<file path="src/db_taper_volume_gain_defines.svh">
// Assertion macros shared by the volume gain block.
// No dependencies.
`ifndef DB_TAPER_VOLUME_GAIN_DEFINES_SVH
`define DB_TAPER_VOLUME_GAIN_DEFINES_SVH
// Implication checked on every clock edge outside reset.
`define DTV_ASSERT_IMPL(label, clk, rst_n, ante, cons) \
  label: assert property (@(posedge clk) disable iff (!rst_n) (ante) |-> (cons)) \
    else $error("assertion failed");
// Next-cycle implication checked outside reset.
`define DTV_ASSERT_NEXT(label, clk, rst_n, ante, cons) \
  label: assert property (@(posedge clk) disable iff (!rst_n) (ante) |=> (cons)) \
    else $error("assertion failed");
`endif

</file>
<file path="src/dtv_pkg.sv">
// Package for the decibel-taper volume gain block: constants and exp2 table.
// No dependencies.
`default_nettype none
package dtv_pkg;
  localparam int unsigned CfgIdxW = 3;
  localparam logic [CfgIdxW-1:0] REG_RAW_VOLUME  = 3'd0;
  localparam logic [CfgIdxW-1:0] REG_RAW_MINIMUM = 3'd1;
  localparam logic [CfgIdxW-1:0] REG_RAW_MAXIMUM = 3'd2;
  localparam logic [CfgIdxW-1:0] REG_DB_MINIMUM  = 3'd3;
  localparam logic [CfgIdxW-1:0] REG_DB_MAXIMUM  = 3'd4;
  localparam logic [21:0] LOG2_TEN_OVER_TWENTY_Q24 = 22'd2786635;

  function automatic logic [17:0] exp2_entry(input logic [4:0] idx);
    logic [17:0] v;
    case (idx)
      5'd0: v = 18'd65536;   5'd1: v = 18'd68438;   5'd2: v = 18'd71468;
      5'd3: v = 18'd74632;   5'd4: v = 18'd77936;   5'd5: v = 18'd81386;
      5'd6: v = 18'd84990;   5'd7: v = 18'd88752;   5'd8: v = 18'd92682;
      5'd9: v = 18'd96785;   5'd10: v = 18'd101070; 5'd11: v = 18'd105545;
      5'd12: v = 18'd110218; 5'd13: v = 18'd115098; 5'd14: v = 18'd120194;
      5'd15: v = 18'd125515; 5'd16: v = 18'd131072;
      default: v = 18'd65536;
    endcase
    return v;
  endfunction
endpackage
`default_nettype wire

</file>
<file path="src/dtv_stream_if.sv">
// Valid/ready stream interface carrying one sample and its buffer-end marker.
// No dependencies.
`default_nettype none
interface dtv_stream_if #(parameter int SAMPLE_WIDTH = 24);
  logic                           valid;
  logic                           ready;
  logic signed [SAMPLE_WIDTH-1:0] sample;
  logic                           buffer_end;
  modport source (output valid, output sample, output buffer_end, input ready);
  modport sink   (input valid, input sample, input buffer_end, output ready);
endinterface
`default_nettype wire

</file>
<file path="src/db_taper_volume_gain.sv">
// Top level of the decibel-taper volume gain block.
// Depends on dtv_pkg, dtv_stream_if, dtv_gain_calc, dtv_front, dtv_back.
//
//   Channel  | Direction | Carries
//   in_ch    | sink      | sample, buffer_end marker
//   out_ch   | source    | gained sample, buffer_end marker
//   cfg_*    | write     | five 16-bit volume registers
//
// One sample enters per cycle unless input is held off or the queue is full; the
// accepting edge loads the queue, then the sample passes the multiplier register
// and the output register.
// After a configuration write the gain unit runs up to a 16-step divider plus
// four stages; input is held off until the new gain is in place.
// Reset is synchronous; the gain resets to unity. Output stalls fill the
// two-entry queue before input ready falls.
`default_nettype none
module db_taper_volume_gain
  import dtv_pkg::*;
#(
  parameter int SAMPLE_WIDTH       = 24,
  parameter int GAIN_FRACTION_BITS = 20
) (
  input  wire                clk,
  input  wire                rst_n,
  dtv_stream_if.sink         in_ch,
  dtv_stream_if.source       out_ch,
  input  wire                cfg_we,
  input  wire [CfgIdxW-1:0]  cfg_index,
  input  wire [15:0]         cfg_data
);
  logic        [15:0] raw_volume_r, raw_minimum_r, raw_maximum_r;
  logic signed [15:0] db_minimum_r, db_maximum_r;
  logic               pend_r;
  logic               calc_busy, back_busy;
  logic               q_valid, q_pop, q_end;
  logic signed [SAMPLE_WIDTH-1:0] q_sample;
  logic [GAIN_FRACTION_BITS+3:0]  gain;
  logic               start;

  // The gain is recomputed once the pipeline has drained after a write.
  assign start = pend_r && !calc_busy && !q_valid && !back_busy;

  always_ff @(posedge clk) begin
    if (!rst_n) begin
      raw_volume_r  <= 16'd65535;
      raw_minimum_r <= 16'd0;
      raw_maximum_r <= 16'd65535;
      db_minimum_r  <= -16'sd24576;
      db_maximum_r  <= 16'sd0;
      pend_r        <= 1'b0;
    end else begin
      if (start) pend_r <= 1'b0;
      if (cfg_we) begin
        case (cfg_index)
          REG_RAW_VOLUME:  begin raw_volume_r  <= cfg_data; pend_r <= 1'b1; end
          REG_RAW_MINIMUM: begin raw_minimum_r <= cfg_data; pend_r <= 1'b1; end
          REG_RAW_MAXIMUM: begin raw_maximum_r <= cfg_data; pend_r <= 1'b1; end
          REG_DB_MINIMUM:  begin db_minimum_r  <= cfg_data; pend_r <= 1'b1; end
          REG_DB_MAXIMUM:  begin db_maximum_r  <= cfg_data; pend_r <= 1'b1; end
          default: ;
        endcase
      end
    end
  end

  dtv_gain_calc #(.GAIN_FRACTION_BITS(GAIN_FRACTION_BITS)) u_calc (
    .clk(clk), .rst_n(rst_n), .start(start),
    .raw_volume(raw_volume_r), .raw_minimum(raw_minimum_r),
    .raw_maximum(raw_maximum_r), .db_minimum(db_minimum_r),
    .db_maximum(db_maximum_r), .busy(calc_busy), .gain(gain)
  );

  dtv_front #(.SAMPLE_WIDTH(SAMPLE_WIDTH)) u_front (
    .clk(clk), .rst_n(rst_n), .hold(pend_r || calc_busy || cfg_we),
    .in_ch(in_ch), .q_valid(q_valid), .q_pop(q_pop),
    .q_sample(q_sample), .q_end(q_end)
  );

  dtv_back #(.SAMPLE_WIDTH(SAMPLE_WIDTH), .GAIN_FRACTION_BITS(GAIN_FRACTION_BITS)) u_back (
    .clk(clk), .rst_n(rst_n), .q_valid(q_valid), .q_pop(q_pop),
    .q_sample(q_sample), .q_end(q_end), .gain(gain), .busy(back_busy),
    .out_ch(out_ch)
  );

  `include "db_taper_volume_gain_defines.svh"
  `DTV_ASSERT_IMPL(a_hold_calc, clk, rst_n, calc_busy, !in_ch.ready)
  `DTV_ASSERT_NEXT(a_start_busy, clk, rst_n, start && !cfg_we, calc_busy || !pend_r)
endmodule
`default_nettype wire

</file>
<file path="src/dtv_gain_calc.sv">
// Gain computation: raw step to Q0.16 fraction (serial divider), dB level,
// log2 and exp2 table lookup, multi-cycle. Depends on dtv_pkg.
`default_nettype none
module dtv_gain_calc
  import dtv_pkg::*;
#(
  parameter int GAIN_FRACTION_BITS = 20
) (
  input  wire                               clk,
  input  wire                               rst_n,
  input  wire                               start,
  input  wire        [15:0]                 raw_volume,
  input  wire        [15:0]                 raw_minimum,
  input  wire        [15:0]                 raw_maximum,
  input  wire signed [15:0]                 db_minimum,
  input  wire signed [15:0]                 db_maximum,
  output logic                              busy,
  output logic       [GAIN_FRACTION_BITS+3:0] gain
);
  localparam int GW = GAIN_FRACTION_BITS + 4;
  typedef enum logic [2:0] {S_IDLE, S_DIV, S_DB, S_LOG, S_EXP, S_SCALE} state_t;

  state_t              state_r;
  logic [4:0]          cnt_r;
  logic [16:0]         rem_r;
  logic [16:0]         den_r;
  logic [16:0]         quo_r;
  logic signed [17:0]  dbm_r;
  logic signed [17:0]  span_r;
  logic signed [16:0]  db_r;
  logic signed [39:0]  lg_r;
  logic [17:0]         mant_r;
  logic [GW-1:0]       gain_r;

  logic signed [17:0]  rng;
  logic signed [17:0]  num;
  logic [17:0]         rem_sh;
  logic signed [35:0]  prod_db;
  logic signed [39:0]  prod_lg;
  logic signed [23:0]  ex;
  logic [15:0]         fr;
  logic [17:0]         t0;
  logic [17:0]         t1;
  logic [29:0]         dlt;
  logic signed [24:0]  sh;
  logic [GW+17:0]      wide;
  logic [GW-1:0]       cap;

  assign rng     = $signed({2'b00, raw_maximum}) - $signed({2'b00, raw_minimum});
  assign num     = $signed({2'b00, raw_volume}) - $signed({2'b00, raw_minimum});
  assign rem_sh  = {rem_r, 1'b0};
  assign prod_db = $signed({1'b0, quo_r}) * span_r;
  assign prod_lg = db_r * $signed({1'b0, LOG2_TEN_OVER_TWENTY_Q24});
  assign ex      = lg_r[39:16];
  assign fr      = lg_r[15:0];
  assign t0      = exp2_entry({1'b0, fr[15:12]});
  assign t1      = exp2_entry({1'b0, fr[15:12]} + 5'd1);
  assign dlt     = (t1 - t0) * fr[11:0];
  assign sh      = $signed({ex[23], ex}) + 25'(GAIN_FRACTION_BITS - 16);
  assign cap     = {GW{1'b1}};

  // The mantissa is at least 2^16, so any left shift of GW-16 or more is
  // already past the cap; smaller shifts always fit in the wide result.
  always_comb begin
    wide = '0;
    if (sh >= 0) begin
      if (sh >= 25'(GW - 16)) wide = {18'd0, cap};
      else wide = (GW+18)'(mant_r) << sh[5:0];
    end else if (sh >= -25'sd62) begin
      wide = (GW+18)'(mant_r) >> 6'(-sh);
    end
  end

  assign busy = (state_r != S_IDLE);
  assign gain = gain_r;

  always_ff @(posedge clk) begin
    if (!rst_n) begin
      state_r <= S_IDLE;
      gain_r  <= GW'(1) << GAIN_FRACTION_BITS;
      cnt_r   <= '0;
    end else begin
      case (state_r)
        S_IDLE: begin
          if (start) begin
            dbm_r  <= 18'(db_minimum);
            span_r <= 18'(db_maximum) - 18'(db_minimum);
            if (rng <= 0 || num >= rng) begin
              gain_r <= GW'(1) << GAIN_FRACTION_BITS;
            end else if (num <= 0) begin
              gain_r <= '0;
            end else begin
              // Restoring division of num*2^16 by rng, one quotient bit per cycle.
              rem_r   <= 17'(num);
              den_r   <= 17'(rng);
              quo_r   <= '0;
              cnt_r   <= 5'd16;
              state_r <= S_DIV;
            end
          end
        end
        S_DIV: begin
          if (rem_sh >= {1'b0, den_r}) begin
            rem_r <= 17'(rem_sh - {1'b0, den_r});
            quo_r <= {quo_r[15:0], 1'b1};
          end else begin
            rem_r <= rem_sh[16:0];
            quo_r <= {quo_r[15:0], 1'b0};
          end
          cnt_r <= cnt_r - 5'd1;
          if (cnt_r == 5'd1) state_r <= S_DB;
        end
        S_DB: begin
          if (quo_r == '0) begin
            gain_r  <= '0;
            state_r <= S_IDLE;
          end else begin
            db_r    <= 17'(dbm_r + 18'(prod_db >>> 16));
            state_r <= S_LOG;
          end
        end
        S_LOG: begin
          lg_r    <= prod_lg >>> 16;
          state_r <= S_EXP;
        end
        S_EXP: begin
          mant_r  <= t0 + 18'(dlt >> 12);
          state_r <= S_SCALE;
        end
        S_SCALE: begin
          gain_r  <= (wide > (GW+18)'(cap)) ? cap : wide[GW-1:0];
          state_r <= S_IDLE;
        end
        default: state_r <= S_IDLE;
      endcase
    end
  end

  `include "db_taper_volume_gain_defines.svh"
  `DTV_ASSERT_NEXT(a_div_len, clk, rst_n, state_r == S_DIV && cnt_r == 5'd1, state_r == S_DB)
  `DTV_ASSERT_IMPL(a_div_cnt, clk, rst_n, state_r == S_DIV, cnt_r != 5'd0)
  `DTV_ASSERT_IMPL(a_gain_cap, clk, rst_n, 1'b1, gain_r <= cap)
endmodule
`default_nettype wire

</file>
<file path="src/dtv_front.sv">
// Front end: accepts samples into a two-entry queue so the back end can stall.
// Depends on dtv_stream_if.
`default_nettype none
module dtv_front #(
  parameter int SAMPLE_WIDTH = 24
) (
  input  wire                           clk,
  input  wire                           rst_n,
  input  wire                           hold,
  dtv_stream_if.sink                    in_ch,
  output logic                          q_valid,
  input  wire                           q_pop,
  output logic signed [SAMPLE_WIDTH-1:0] q_sample,
  output logic                          q_end
);
  logic signed [SAMPLE_WIDTH-1:0] smp_r [2];
  logic [1:0]                     end_r;
  logic                           wp_r, rp_r;
  logic [1:0]                     cnt_r;
  logic                           push, pop;

  assign in_ch.ready = !hold && (cnt_r != 2'd2);
  assign push        = in_ch.valid && in_ch.ready;
  assign q_valid     = (cnt_r != 2'd0);
  assign pop         = q_pop && q_valid;
  assign q_sample    = smp_r[rp_r];
  assign q_end       = end_r[rp_r];

  always_ff @(posedge clk) begin
    if (push) begin
      smp_r[wp_r] <= in_ch.sample;
      end_r[wp_r] <= in_ch.buffer_end;
    end
  end

  always_ff @(posedge clk) begin
    if (!rst_n) begin
      wp_r <= 1'b0; rp_r <= 1'b0; cnt_r <= 2'd0;
    end else begin
      if (push) wp_r <= !wp_r;
      if (pop) rp_r <= !rp_r;
      cnt_r <= cnt_r + 2'(push) - 2'(pop);
    end
  end

  `include "db_taper_volume_gain_defines.svh"
  `DTV_ASSERT_IMPL(a_no_overflow, clk, rst_n, cnt_r == 2'd2, !push || pop)
  `DTV_ASSERT_IMPL(a_cnt_range, clk, rst_n, 1'b1, cnt_r != 2'd3)
endmodule
`default_nettype wire

</file>
<file path="src/dtv_back.sv">
// Back end: multiplies a sample by the gain, rounds, saturates; output register.
// Depends on dtv_stream_if.
`default_nettype none
module dtv_back #(
  parameter int SAMPLE_WIDTH       = 24,
  parameter int GAIN_FRACTION_BITS = 20
) (
  input  wire                              clk,
  input  wire                              rst_n,
  input  wire                              q_valid,
  output logic                             q_pop,
  input  wire signed [SAMPLE_WIDTH-1:0]    q_sample,
  input  wire                              q_end,
  input  wire        [GAIN_FRACTION_BITS+3:0] gain,
  output logic                             busy,
  dtv_stream_if.source                     out_ch
);
  localparam int GW = GAIN_FRACTION_BITS + 4;
  localparam int PW = SAMPLE_WIDTH + GW + 1;
  localparam int YW = PW - GAIN_FRACTION_BITS;

  logic                           m_valid_r;
  logic signed [PW-1:0]           prod_r;
  logic                           m_end_r;
  logic                           o_valid_r;
  logic signed [SAMPLE_WIDTH-1:0] o_smp_r;
  logic                           o_end_r;
  logic                           o_free, m_go;
  logic signed [PW-1:0]           rnd;
  logic signed [YW-1:0]           y;
  logic signed [YW-1:0]           hi, lo;
  logic signed [SAMPLE_WIDTH-1:0] sat;

  assign o_free  = !o_valid_r || out_ch.ready;
  assign m_go    = !m_valid_r || o_free;
  assign q_pop   = m_go;
  assign rnd     = prod_r + (PW'(1) <<< (GAIN_FRACTION_BITS - 1));
  assign y       = YW'(rnd >>> GAIN_FRACTION_BITS);
  assign hi      = YW'({1'b0, {(SAMPLE_WIDTH-1){1'b1}}});
  assign lo      = -hi - YW'(1);
  assign sat     = (y > hi) ? hi[SAMPLE_WIDTH-1:0] :
                   (y < lo) ? lo[SAMPLE_WIDTH-1:0] : y[SAMPLE_WIDTH-1:0];
  assign busy    = m_valid_r || o_valid_r;

  assign out_ch.valid      = o_valid_r;
  assign out_ch.sample     = o_smp_r;
  assign out_ch.buffer_end = o_end_r;

  always_ff @(posedge clk) begin
    if (m_go) begin
      prod_r  <= PW'(q_sample) * $signed({1'b0, gain});
      m_end_r <= q_end;
    end
    if (o_free) begin
      o_smp_r <= sat;
      o_end_r <= m_end_r;
    end
  end

  always_ff @(posedge clk) begin
    if (!rst_n) begin
      m_valid_r <= 1'b0; o_valid_r <= 1'b0;
    end else begin
      if (m_go) m_valid_r <= q_valid;
      if (o_free) o_valid_r <= m_valid_r;
    end
  end

  `include "db_taper_volume_gain_defines.svh"
  `DTV_ASSERT_NEXT(a_out_hold, clk, rst_n, o_valid_r && !out_ch.ready, o_valid_r)
  `DTV_ASSERT_IMPL(a_pop_free, clk, rst_n, q_pop && m_valid_r, o_free)
endmodule
`default_nettype wire

</file>
<file path="src/flat_wrapper.sv">
// flat-port wrapper written by rule: the top's interface ports become plain ports
module db_taper_volume_gain_flat import dtv_pkg::*;
#(
  parameter int SAMPLE_WIDTH       = 24,
  parameter int GAIN_FRACTION_BITS = 20
)
  (clk, rst_n, cfg_we, cfg_index, cfg_data, in_ch_valid, in_ch_sample, in_ch_buffer_end, in_ch_ready, out_ch_valid, out_ch_sample, out_ch_buffer_end, out_ch_ready);
  dtv_stream_if #(.SAMPLE_WIDTH(SAMPLE_WIDTH)) in_ch_i ();
  dtv_stream_if #(.SAMPLE_WIDTH(SAMPLE_WIDTH)) out_ch_i ();
  input  wire clk;
  input  wire rst_n;
  input  wire cfg_we;
  input  wire [CfgIdxW-1:0] cfg_index;
  input  wire [15:0] cfg_data;
  input wire logic [$bits(in_ch_i.valid)-1:0] in_ch_valid;
  input wire logic [$bits(in_ch_i.sample)-1:0] in_ch_sample;
  input wire logic [$bits(in_ch_i.buffer_end)-1:0] in_ch_buffer_end;
  output wire logic [$bits(in_ch_i.ready)-1:0] in_ch_ready;
  output wire logic [$bits(out_ch_i.valid)-1:0] out_ch_valid;
  output wire logic [$bits(out_ch_i.sample)-1:0] out_ch_sample;
  output wire logic [$bits(out_ch_i.buffer_end)-1:0] out_ch_buffer_end;
  input wire logic [$bits(out_ch_i.ready)-1:0] out_ch_ready;
  assign in_ch_i.valid = in_ch_valid;
  assign in_ch_i.sample = in_ch_sample;
  assign in_ch_i.buffer_end = in_ch_buffer_end;
  assign in_ch_ready = in_ch_i.ready;
  assign out_ch_valid = out_ch_i.valid;
  assign out_ch_sample = out_ch_i.sample;
  assign out_ch_buffer_end = out_ch_i.buffer_end;
  assign out_ch_i.ready = out_ch_ready;
  db_taper_volume_gain #(.SAMPLE_WIDTH(SAMPLE_WIDTH), .GAIN_FRACTION_BITS(GAIN_FRACTION_BITS)) u_core (.clk(clk), .rst_n(rst_n), .in_ch(in_ch_i), .out_ch(out_ch_i), .cfg_we(cfg_we), .cfg_index(cfg_index), .cfg_data(cfg_data));
endmodule
</file>
<file path="config.mk">
export PLATFORM = sky130hd
export DESIGN_NAME = db_taper_volume_gain_flat
export DESIGN_NICKNAME = d
export VERILOG_FILES = /design/src/dtv_pkg.sv /design/src/dtv_stream_if.sv /design/src/db_taper_volume_gain.sv /design/src/dtv_gain_calc.sv /design/src/dtv_front.sv /design/src/dtv_back.sv /design/src/flat_wrapper.sv
export VERILOG_INCLUDE_DIRS = /design/src /design/src/src
export SDC_FILE = /design/constraint.sdc
export NUM_CORES = 2
export LEC_CHECK = 0
export ABC_AREA = 1
export BUFFER_PORTS_ARGS = -buffer_cell sky130_fd_sc_hd__clkbuf_2
export CORE_MARGIN = 2
export CORE_UTILIZATION = 34
export DETAILED_ROUTE_END_ITERATION = 7
export PLACE_DENSITY_LB_ADDON = 0.05
export REMOVE_ABC_BUFFERS = 1
export SYNTH_ARGS = -nofsm -noshare
export SYNTH_HDL_FRONTEND = slang
export SYNTH_HIERARCHICAL = 1
export SYNTH_SLANG_ARGS = --single-unit
</file>
<file path="constraint.sdc">
create_clock -name clk -period 12.58 [get_ports clk]
set_input_delay 1.887 -clock clk [delete_from_list [all_inputs] [get_ports clk]]
set_output_delay 1.887 -clock clk [all_outputs]
set_load 0.01 [all_outputs]
</file>
# Word-level counts from Yosys, hierarchy flattened
# Memory sizes are Yosys's and may differ from the RTL's. A register that Yosys moved wholly into a read port is not among the register bits.
# Index checks and enable logic that the tools add are counted.
[totals]
register_bits = 339
mem_bits_rw = 48
rom_bits = 832
inputBits = 49
wordCells = 169
n_memories = 3
[classes]
add_sub_neg = 14
n_mul = 4
n_lt_le_gt_ge = 13
eq_ne = 17
shift = 2
muxes = 43
n_bitwise = 3
reduce_logical = 43
[memory_table]
columns = ["memory", "depth", "width", "rd", "rd_clocked_by_memory_dff", "write_ports", "line", "text"]
rows = [
  ["(name not given)", 32, 18, 1, 0, 0, "dtv_pkg.sv:15", "case (idx)"],
  ["(name not given)", 16, 16, 1, 1, 0, "dtv_pkg.sv:15", ""],
  ["u_core.u_front.smp_r", 2, 24, 1, 1, 1, "dtv_front.sv:16", "logic signed [SAMPLE_WIDTH-1:0] smp_r [2];"],
]
[ops]
columns = ["cell", "n"]
rows = [
  ["24-bit 2-to-1 mux", 6],
  ["42-bit 2-to-1 mux", 3],
  ["17-bit 2-to-1 mux", 7],
  ["24-bit one-hot mux with 3 select lines", 1],
  ["17-bit one-hot mux with 2 select lines", 2],
  ["16-bit by 16-bit subtractor with 17-bit output", 3],
  ["49-bit by 21-bit adder with 49-bit output (second input constant)", 1],
  ["24-bit by 25-bit multiplier with 49-bit output", 1],
  ["42-bit by 24-bit > comparator with 1-bit output (second input constant)", 1],
  ["18-bit by 6-bit << shifter with 42-bit output", 1],
  ["18-bit by 6-bit >> shifter with 42-bit output", 1],
  ["17-bit by 23-bit multiplier with 40-bit output (second input constant)", 1],
  ["17-bit by 1-bit less-or-equal comparator with 1-bit output (second input constant)", 2],
  ["18-bit by 17-bit multiplier with 33-bit output", 1],
  ["19-bit by 13-bit multiplier with 30-bit output", 1],
  ["29-bit by 24-bit > comparator with 1-bit output (second input constant)", 1],
  ["29-bit by 24-bit < comparator with 1-bit output (second input constant)", 1],
  ["18-bit by 18-bit subtractor with 19-bit output", 1],
  ["18-bit adder", 1],
  ["18-bit by 17-bit >= comparator with 1-bit output", 1],
  ["16-bit by 17-bit adder with 17-bit output", 1],
  ["17-bit >= comparator", 1],
  ["17-bit zero test", 1],
  ["17-bit subtractor", 1],
  ["39 further kinds", 98],
]

# Logic depth before layout (Yosys ltp)
[logic_depth]
depth_word = 8
ltp_mapped = 54
depth_no_buf = 53

# By module
# Netlist, hierarchy kept.
[by_module_without_submodules]
columns = ["mod", "n_inst", "cells_each", "area_each_um2"]
rows = [
  ["dtv_gain_calc", 1, 5107, 39080.0],
  ["dtv_back", 1, 3021, 23094.6],
  ["db_taper_volume_gain", 1, 420, 3168.0],
  ["dtv_front", 1, 117, 2167.1],
]

# Least setup slack after synthesis
# No wires, ideal clock.
[synth_timing]
path_kind = "register -> register"
from = "register u_core.u_calc.lg_r[12]"
to = "register u_core.u_calc.mant_r[12] (data pin)"
setup_time_ps = 265
arrival_time_ps = 8899
t_required_ps = 12315
slack_ps = 3416
stages_incl_launch_ff = 47
n_path_buf = 1
cell_sequence = "edfxtp_1 > ha_1 > ha_1 > inv_1 > clkbuf_1 > nand2_1 > nand4_1 > ha_1 > fa_1 > o21ai_2 > nand2_1 > nand2_1 > a21oi_2 > o211ai_1 > nand2_1 > o21ai_1 > xor2_1 > inv_2 > [11 not listed] > a21oi_1 > o21ai_0 > a21oi_1 > nand2_1 > a21oi_1 > inv_1 > nand2_1 > nand2_1 > xor2_1 > ha_1 > a21o_1 > a21oi_1 > o21ai_0 > a21oi_1 > o21bai_1 > a21oi_1 > o21ai_0 > xor2_1"
[synth_between]
elab_chain_len = 5
[synth_lines]
columns = ["element", "line", "text"]
rows = [
  ["from (decl)", "dtv_gain_calc.sv:31", "logic signed [39:0] lg_r;"],
  ["from (signal assigned)", "dtv_gain_calc.sv:123", "lg_r <= prod_lg >>> 16;"],
  ["4-bit by 1-bit adder with 5-bit output", "dtv_gain_calc.sv:57", "assign t1 = exp2_entry({1'b0, fr[15:12]} + 5'd1);"],
  ["memory 32 x 18 bit", "n/a", ""],
  ["18-bit by 18-bit subtractor with 19-bit output", "dtv_gain_calc.sv:58", "assign dlt = (t1 - t0) * fr[11:0];"],
  ["19-bit by 13-bit multiplier with 30-bit output", "dtv_gain_calc.sv:58", ""],
  ["18-bit adder", "dtv_gain_calc.sv:127", "mant_r <= t0 + 18'(dlt >> 12);"],
  ["to (signal assigned)", "dtv_gain_calc.sv:127", ""],
  ["to (decl)", "dtv_gain_calc.sv:32", "logic [17:0] mant_r;"],
]
# Every way passes these cells.
# A chain may end at the register's enable or synchronous reset.

# Worst setup path after layout
# Ends and elaborated chain as after synthesis.

==> flow_metrics.env <==
export IMPL_total_power_w=0.01404
export IMPL_hold_viol=0
export IMPL_synth_top_family_by_area="adder cells"
export IMPL_dr_pass1_iters=5
export IMPL_n_fill_cell=21240
export IMPL_clock_sinks=385
export IMPL_placedCellCount=11190
export IMPL_ant_nets=0
export IMPL_critPathMostFrequentCell="inv_1"
export IMPL_rows=163
export IMPL_cpMaxStageDelayCell="xor2_1"
export IMPL_synth_seq_cells=385
export IMPL_slew_headroom_pct=20.65
export IMPL_synth_cell_types=74
export IMPL_die_w_um=449.6
export IMPL_cts_tree="done"
export IMPL_clk_pin_slew_ns=0.06
export IMPL_cp_arrival_ns=10.93
export IMPL_htreeDepth=2
export IMPL_antenna_found_initial=8
export IMPL_initial_core_util_pct=34.20
export IMPL_synth_seq_area_share_pct=15.11
export IMPL_synthXorXnorAreaFrac_pct=2.543
export IMPL_die_area_mm2=0.2021
export IMPL_path_class="flip-flop to flip-flop"
export IMPL_grt_pass1_wl_um=323400
export IMPL_hold_buffers=0
export IMPL_required_ns=12.95
export IMPL_cap_viol_max_count=0
export IMPL_outcome="complete, no violations"
export IMPL_synth_fa_ha_area_share_pct=42.63
export IMPL_gp_congestion=0.8863
export IMPL_fin_skew_ns=0.06767
export IMPL_cts_setup_buffers=0
export IMPL_cts_root_buf="clkbuf_16"
export IMPL_numCtsBuffers=50
export IMPL_vias_per_cell=4.680
export IMPL_drive_above_1_share_pct=4.454
export IMPL_ctsResizeCount=0
export IMPL_grt_pass1_vias=55660
export IMPL_hold_path_class="flip-flop to flip-flop"
export IMPL_synth_compound_area_share_pct=6.231
export IMPL_min_period_over_period_pct=83.95
export IMPL_final_cell_count_no_fill=11290
export IMPL_crit_path_max_incr_delay_ns=0.73
export IMPL_netlist_instances=8665
export IMPL_power_density_mw_per_mm2=194.2
export IMPL_leakagePower_nw=39.15
export IMPL_fin_nets=10350
export IMPL_worst_setup_path_end_kind="flip-flop"
export IMPL_drt_iter0_markers=2728
export IMPL_final_common_cell="inv_1"
export IMPL_tightest_slew_ns=1.187
export IMPL_seq_area_mm2=0.01020
export IMPL_overflow=0
export IMPL_grt_max_degree=49
export IMPL_hold_ws_ns=0.4271
export IMPL_core_area_mm2=0.1974
export IMPL_ys_flop_type="edfxtp_1"
export IMPL_synthSimpleGateAreaFrac_pct=18.92
export IMPL_place_hpwl_um=167100
export IMPL_syn_area_per_cell_um2=7.791
export IMPL_synth_edf_count=249
export IMPL_drcViolationCount=0
export IMPL_tns_ns=0
export IMPL_io_buffers=75
export IMPL_io_pins=76
export IMPL_startpoint_type="flip-flop"
export IMPL_multi_input_area_mm2=0.04792
export IMPL_muxShareOfSynthArea_pct=0.5875
export IMPL_num_vias=52820
export IMPL_ir_drop_uv=459.2
export IMPL_clk_latency_ns=0.68
export IMPL_clock_fmax_ghz=0.09469
export IMPL_min_period_ns=10.56
export IMPL_syn_area_mm2=0.06751
export IMPL_yosysWarningCount=6
export IMPL_async_flop_share_pct=0
export IMPL_grt_usage_pct=20.43
export IMPL_slew_viol_final=0
export IMPL_finalWirelength_um=204600
export IMPL_most_common_layout_cells="inv_1 (2165), nand2_1 (2158), fa_1 (1004)"
export IMPL_critPathMaxFanout=11
export IMPL_setup_viol=0
export IMPL_areaGrowthSynthToFinish_pct=7.052
export IMPL_post_drt_wl_per_cell_um=18.13
export IMPL_rsz0062_at_grt="no"
export IMPL_final_area_mm2=0.07227
export IMPL_placed_cell_area_mm2=0.07059
export IMPL_die_y_um=449.6
export IMPL_clockBufferDepth=3
Yosys cell counts, types with 17 or more instances:
cell type / number / area share [%]
a21o_1: 19 / 0.21
a21oi_1: 312 / 2.3
a31oi_1: 19 / 0.18
buf_1: 18 / 0.10
buf_2: 22 / 0.16
buf_6: 17 / 0.28
clkbuf_1: 196 / 1.1
dfxtp_1: 136 / 4.0
edfxtp_1: 249 / 11
fa_1: 1004 / 30
ha_1: 694 / 13
inv_1: 2165 / 12
inv_2: 20 / 0.11
mux2_4: 20 / 0.44
nand2_1: 2158 / 12
nand2_2: 17 / 0.16
nand3_1: 238 / 1.8
nand4_1: 52 / 0.48
nor2_1: 543 / 3.0
nor3_1: 41 / 0.30
o211ai_1: 24 / 0.27
o21ai_0: 248 / 1.8
o21ai_1: 31 / 0.23
o21bai_1: 24 / 0.27
or2_2: 30 / 0.28
xnor2_1: 58 / 0.75
xor2_1: 128 / 1.7
registers in the layout, indices dropped and copies added, names as in the netlist, 18 cells and up, named ones only:
signal / count
u_core/u_back/out_ch.sample: 24
u_core/u_back/prod_r: 30
u_core/u_calc/gain: 24
u_core/u_calc/lg_r: 24
u_core/u_calc/mant_r: 18
u_core/u_front/smp_r: 48
path summary, 6_finish.rpt:
check | to | slack (ns) | depth (start not counted) | start
setup / recovery | u_core/u_calc/mant_r[12]$_DFFE_PP_ | 2.02 | 44 | u_core/u_calc/lg_r[12]$_DFFE_PP_
hold / removal | u_core/u_back/out_ch.buffer_end$_DFFE_PP_ | 0.43 | 0 | u_core/u_back/m_end_r$_DFFE_PP_
setup reg to reg | u_core/u_calc/mant_r[12]$_DFFE_PP_ | 2.02 | 44 | u_core/u_calc/lg_r[12]$_DFFE_PP_
hold reg to reg | u_core/u_back/out_ch.buffer_end$_DFFE_PP_ | 0.43 | 0 | u_core/u_back/m_end_r$_DFFE_PP_
final cells by class:
| type | instances | area share (%) |
|---|---|---|
| antenna | 2 | 0.006925 |
| clock buffer | 67 | 1.934 |
| clock inverter | 24 | 0.3791 |
| inverter | 2193 | 11.40 |
| multi-input combinational | 5826 | 66.30 |
| sequential | 385 | 14.12 |
| tap | 2640 | 4.571 |
| timing repair buffer | 149 | 1.288 |
report_power, final:
part           leakage, nW  internal, W  switching (W)  total (W)
combinational         34.9      0.00392        0.00652     0.0104
sequential            3.44      0.00197       0.000142    0.00211
clock                0.813     0.000866       0.000622    0.00149
total                 39.1      0.00676        0.00728     0.0140
layer usage:
layer	part of all wire [%]	vias up	wire length, um	global-route usage [%]
met5	0.017	-	34	0
met4	2.1	4	4337	4.221
met1	48	25850	97460	28.59
li1	-	25830	-	-
met2	47	942	95450	34.19
met3	3.6	200	7365	2.025
cell families after synthesis:
family                   count (synthesis)
AO/OA/AOI/OAI                          754
adder cells (fa/ha/maj)               1698
XOR/XNOR                               190
buffers and inverters                 2454
multiplexers                            29
AND/OR/NAND/NOR                       3155
flip-flops                             385
metrics by stage:
step / setup slack [ns] / util (%)
floorplan: 3.403 / -
detailed placement: 2.072 / 35.76
CTS: 2.051 / 36.61
global route: 1.197 / 36.61
finish: 2.019 / 36.61
global placement: 2.027 / 35.76
worst max-delay path, delay by kind of cell, from the launching register on:
family | cells | cell delay, ns
adders and majority gates | 11 | 4.38
AOI/OAI and AO/OA | 14 | 2.51
DFF | 1 | 0.52
xor gates and xnor gates | 3 | 1.03
and+or+nand+nor | 8 | 0.87
buffers and inverters | 8 | 0.97
No activity file was read; power rests on OpenSTA's default activity.
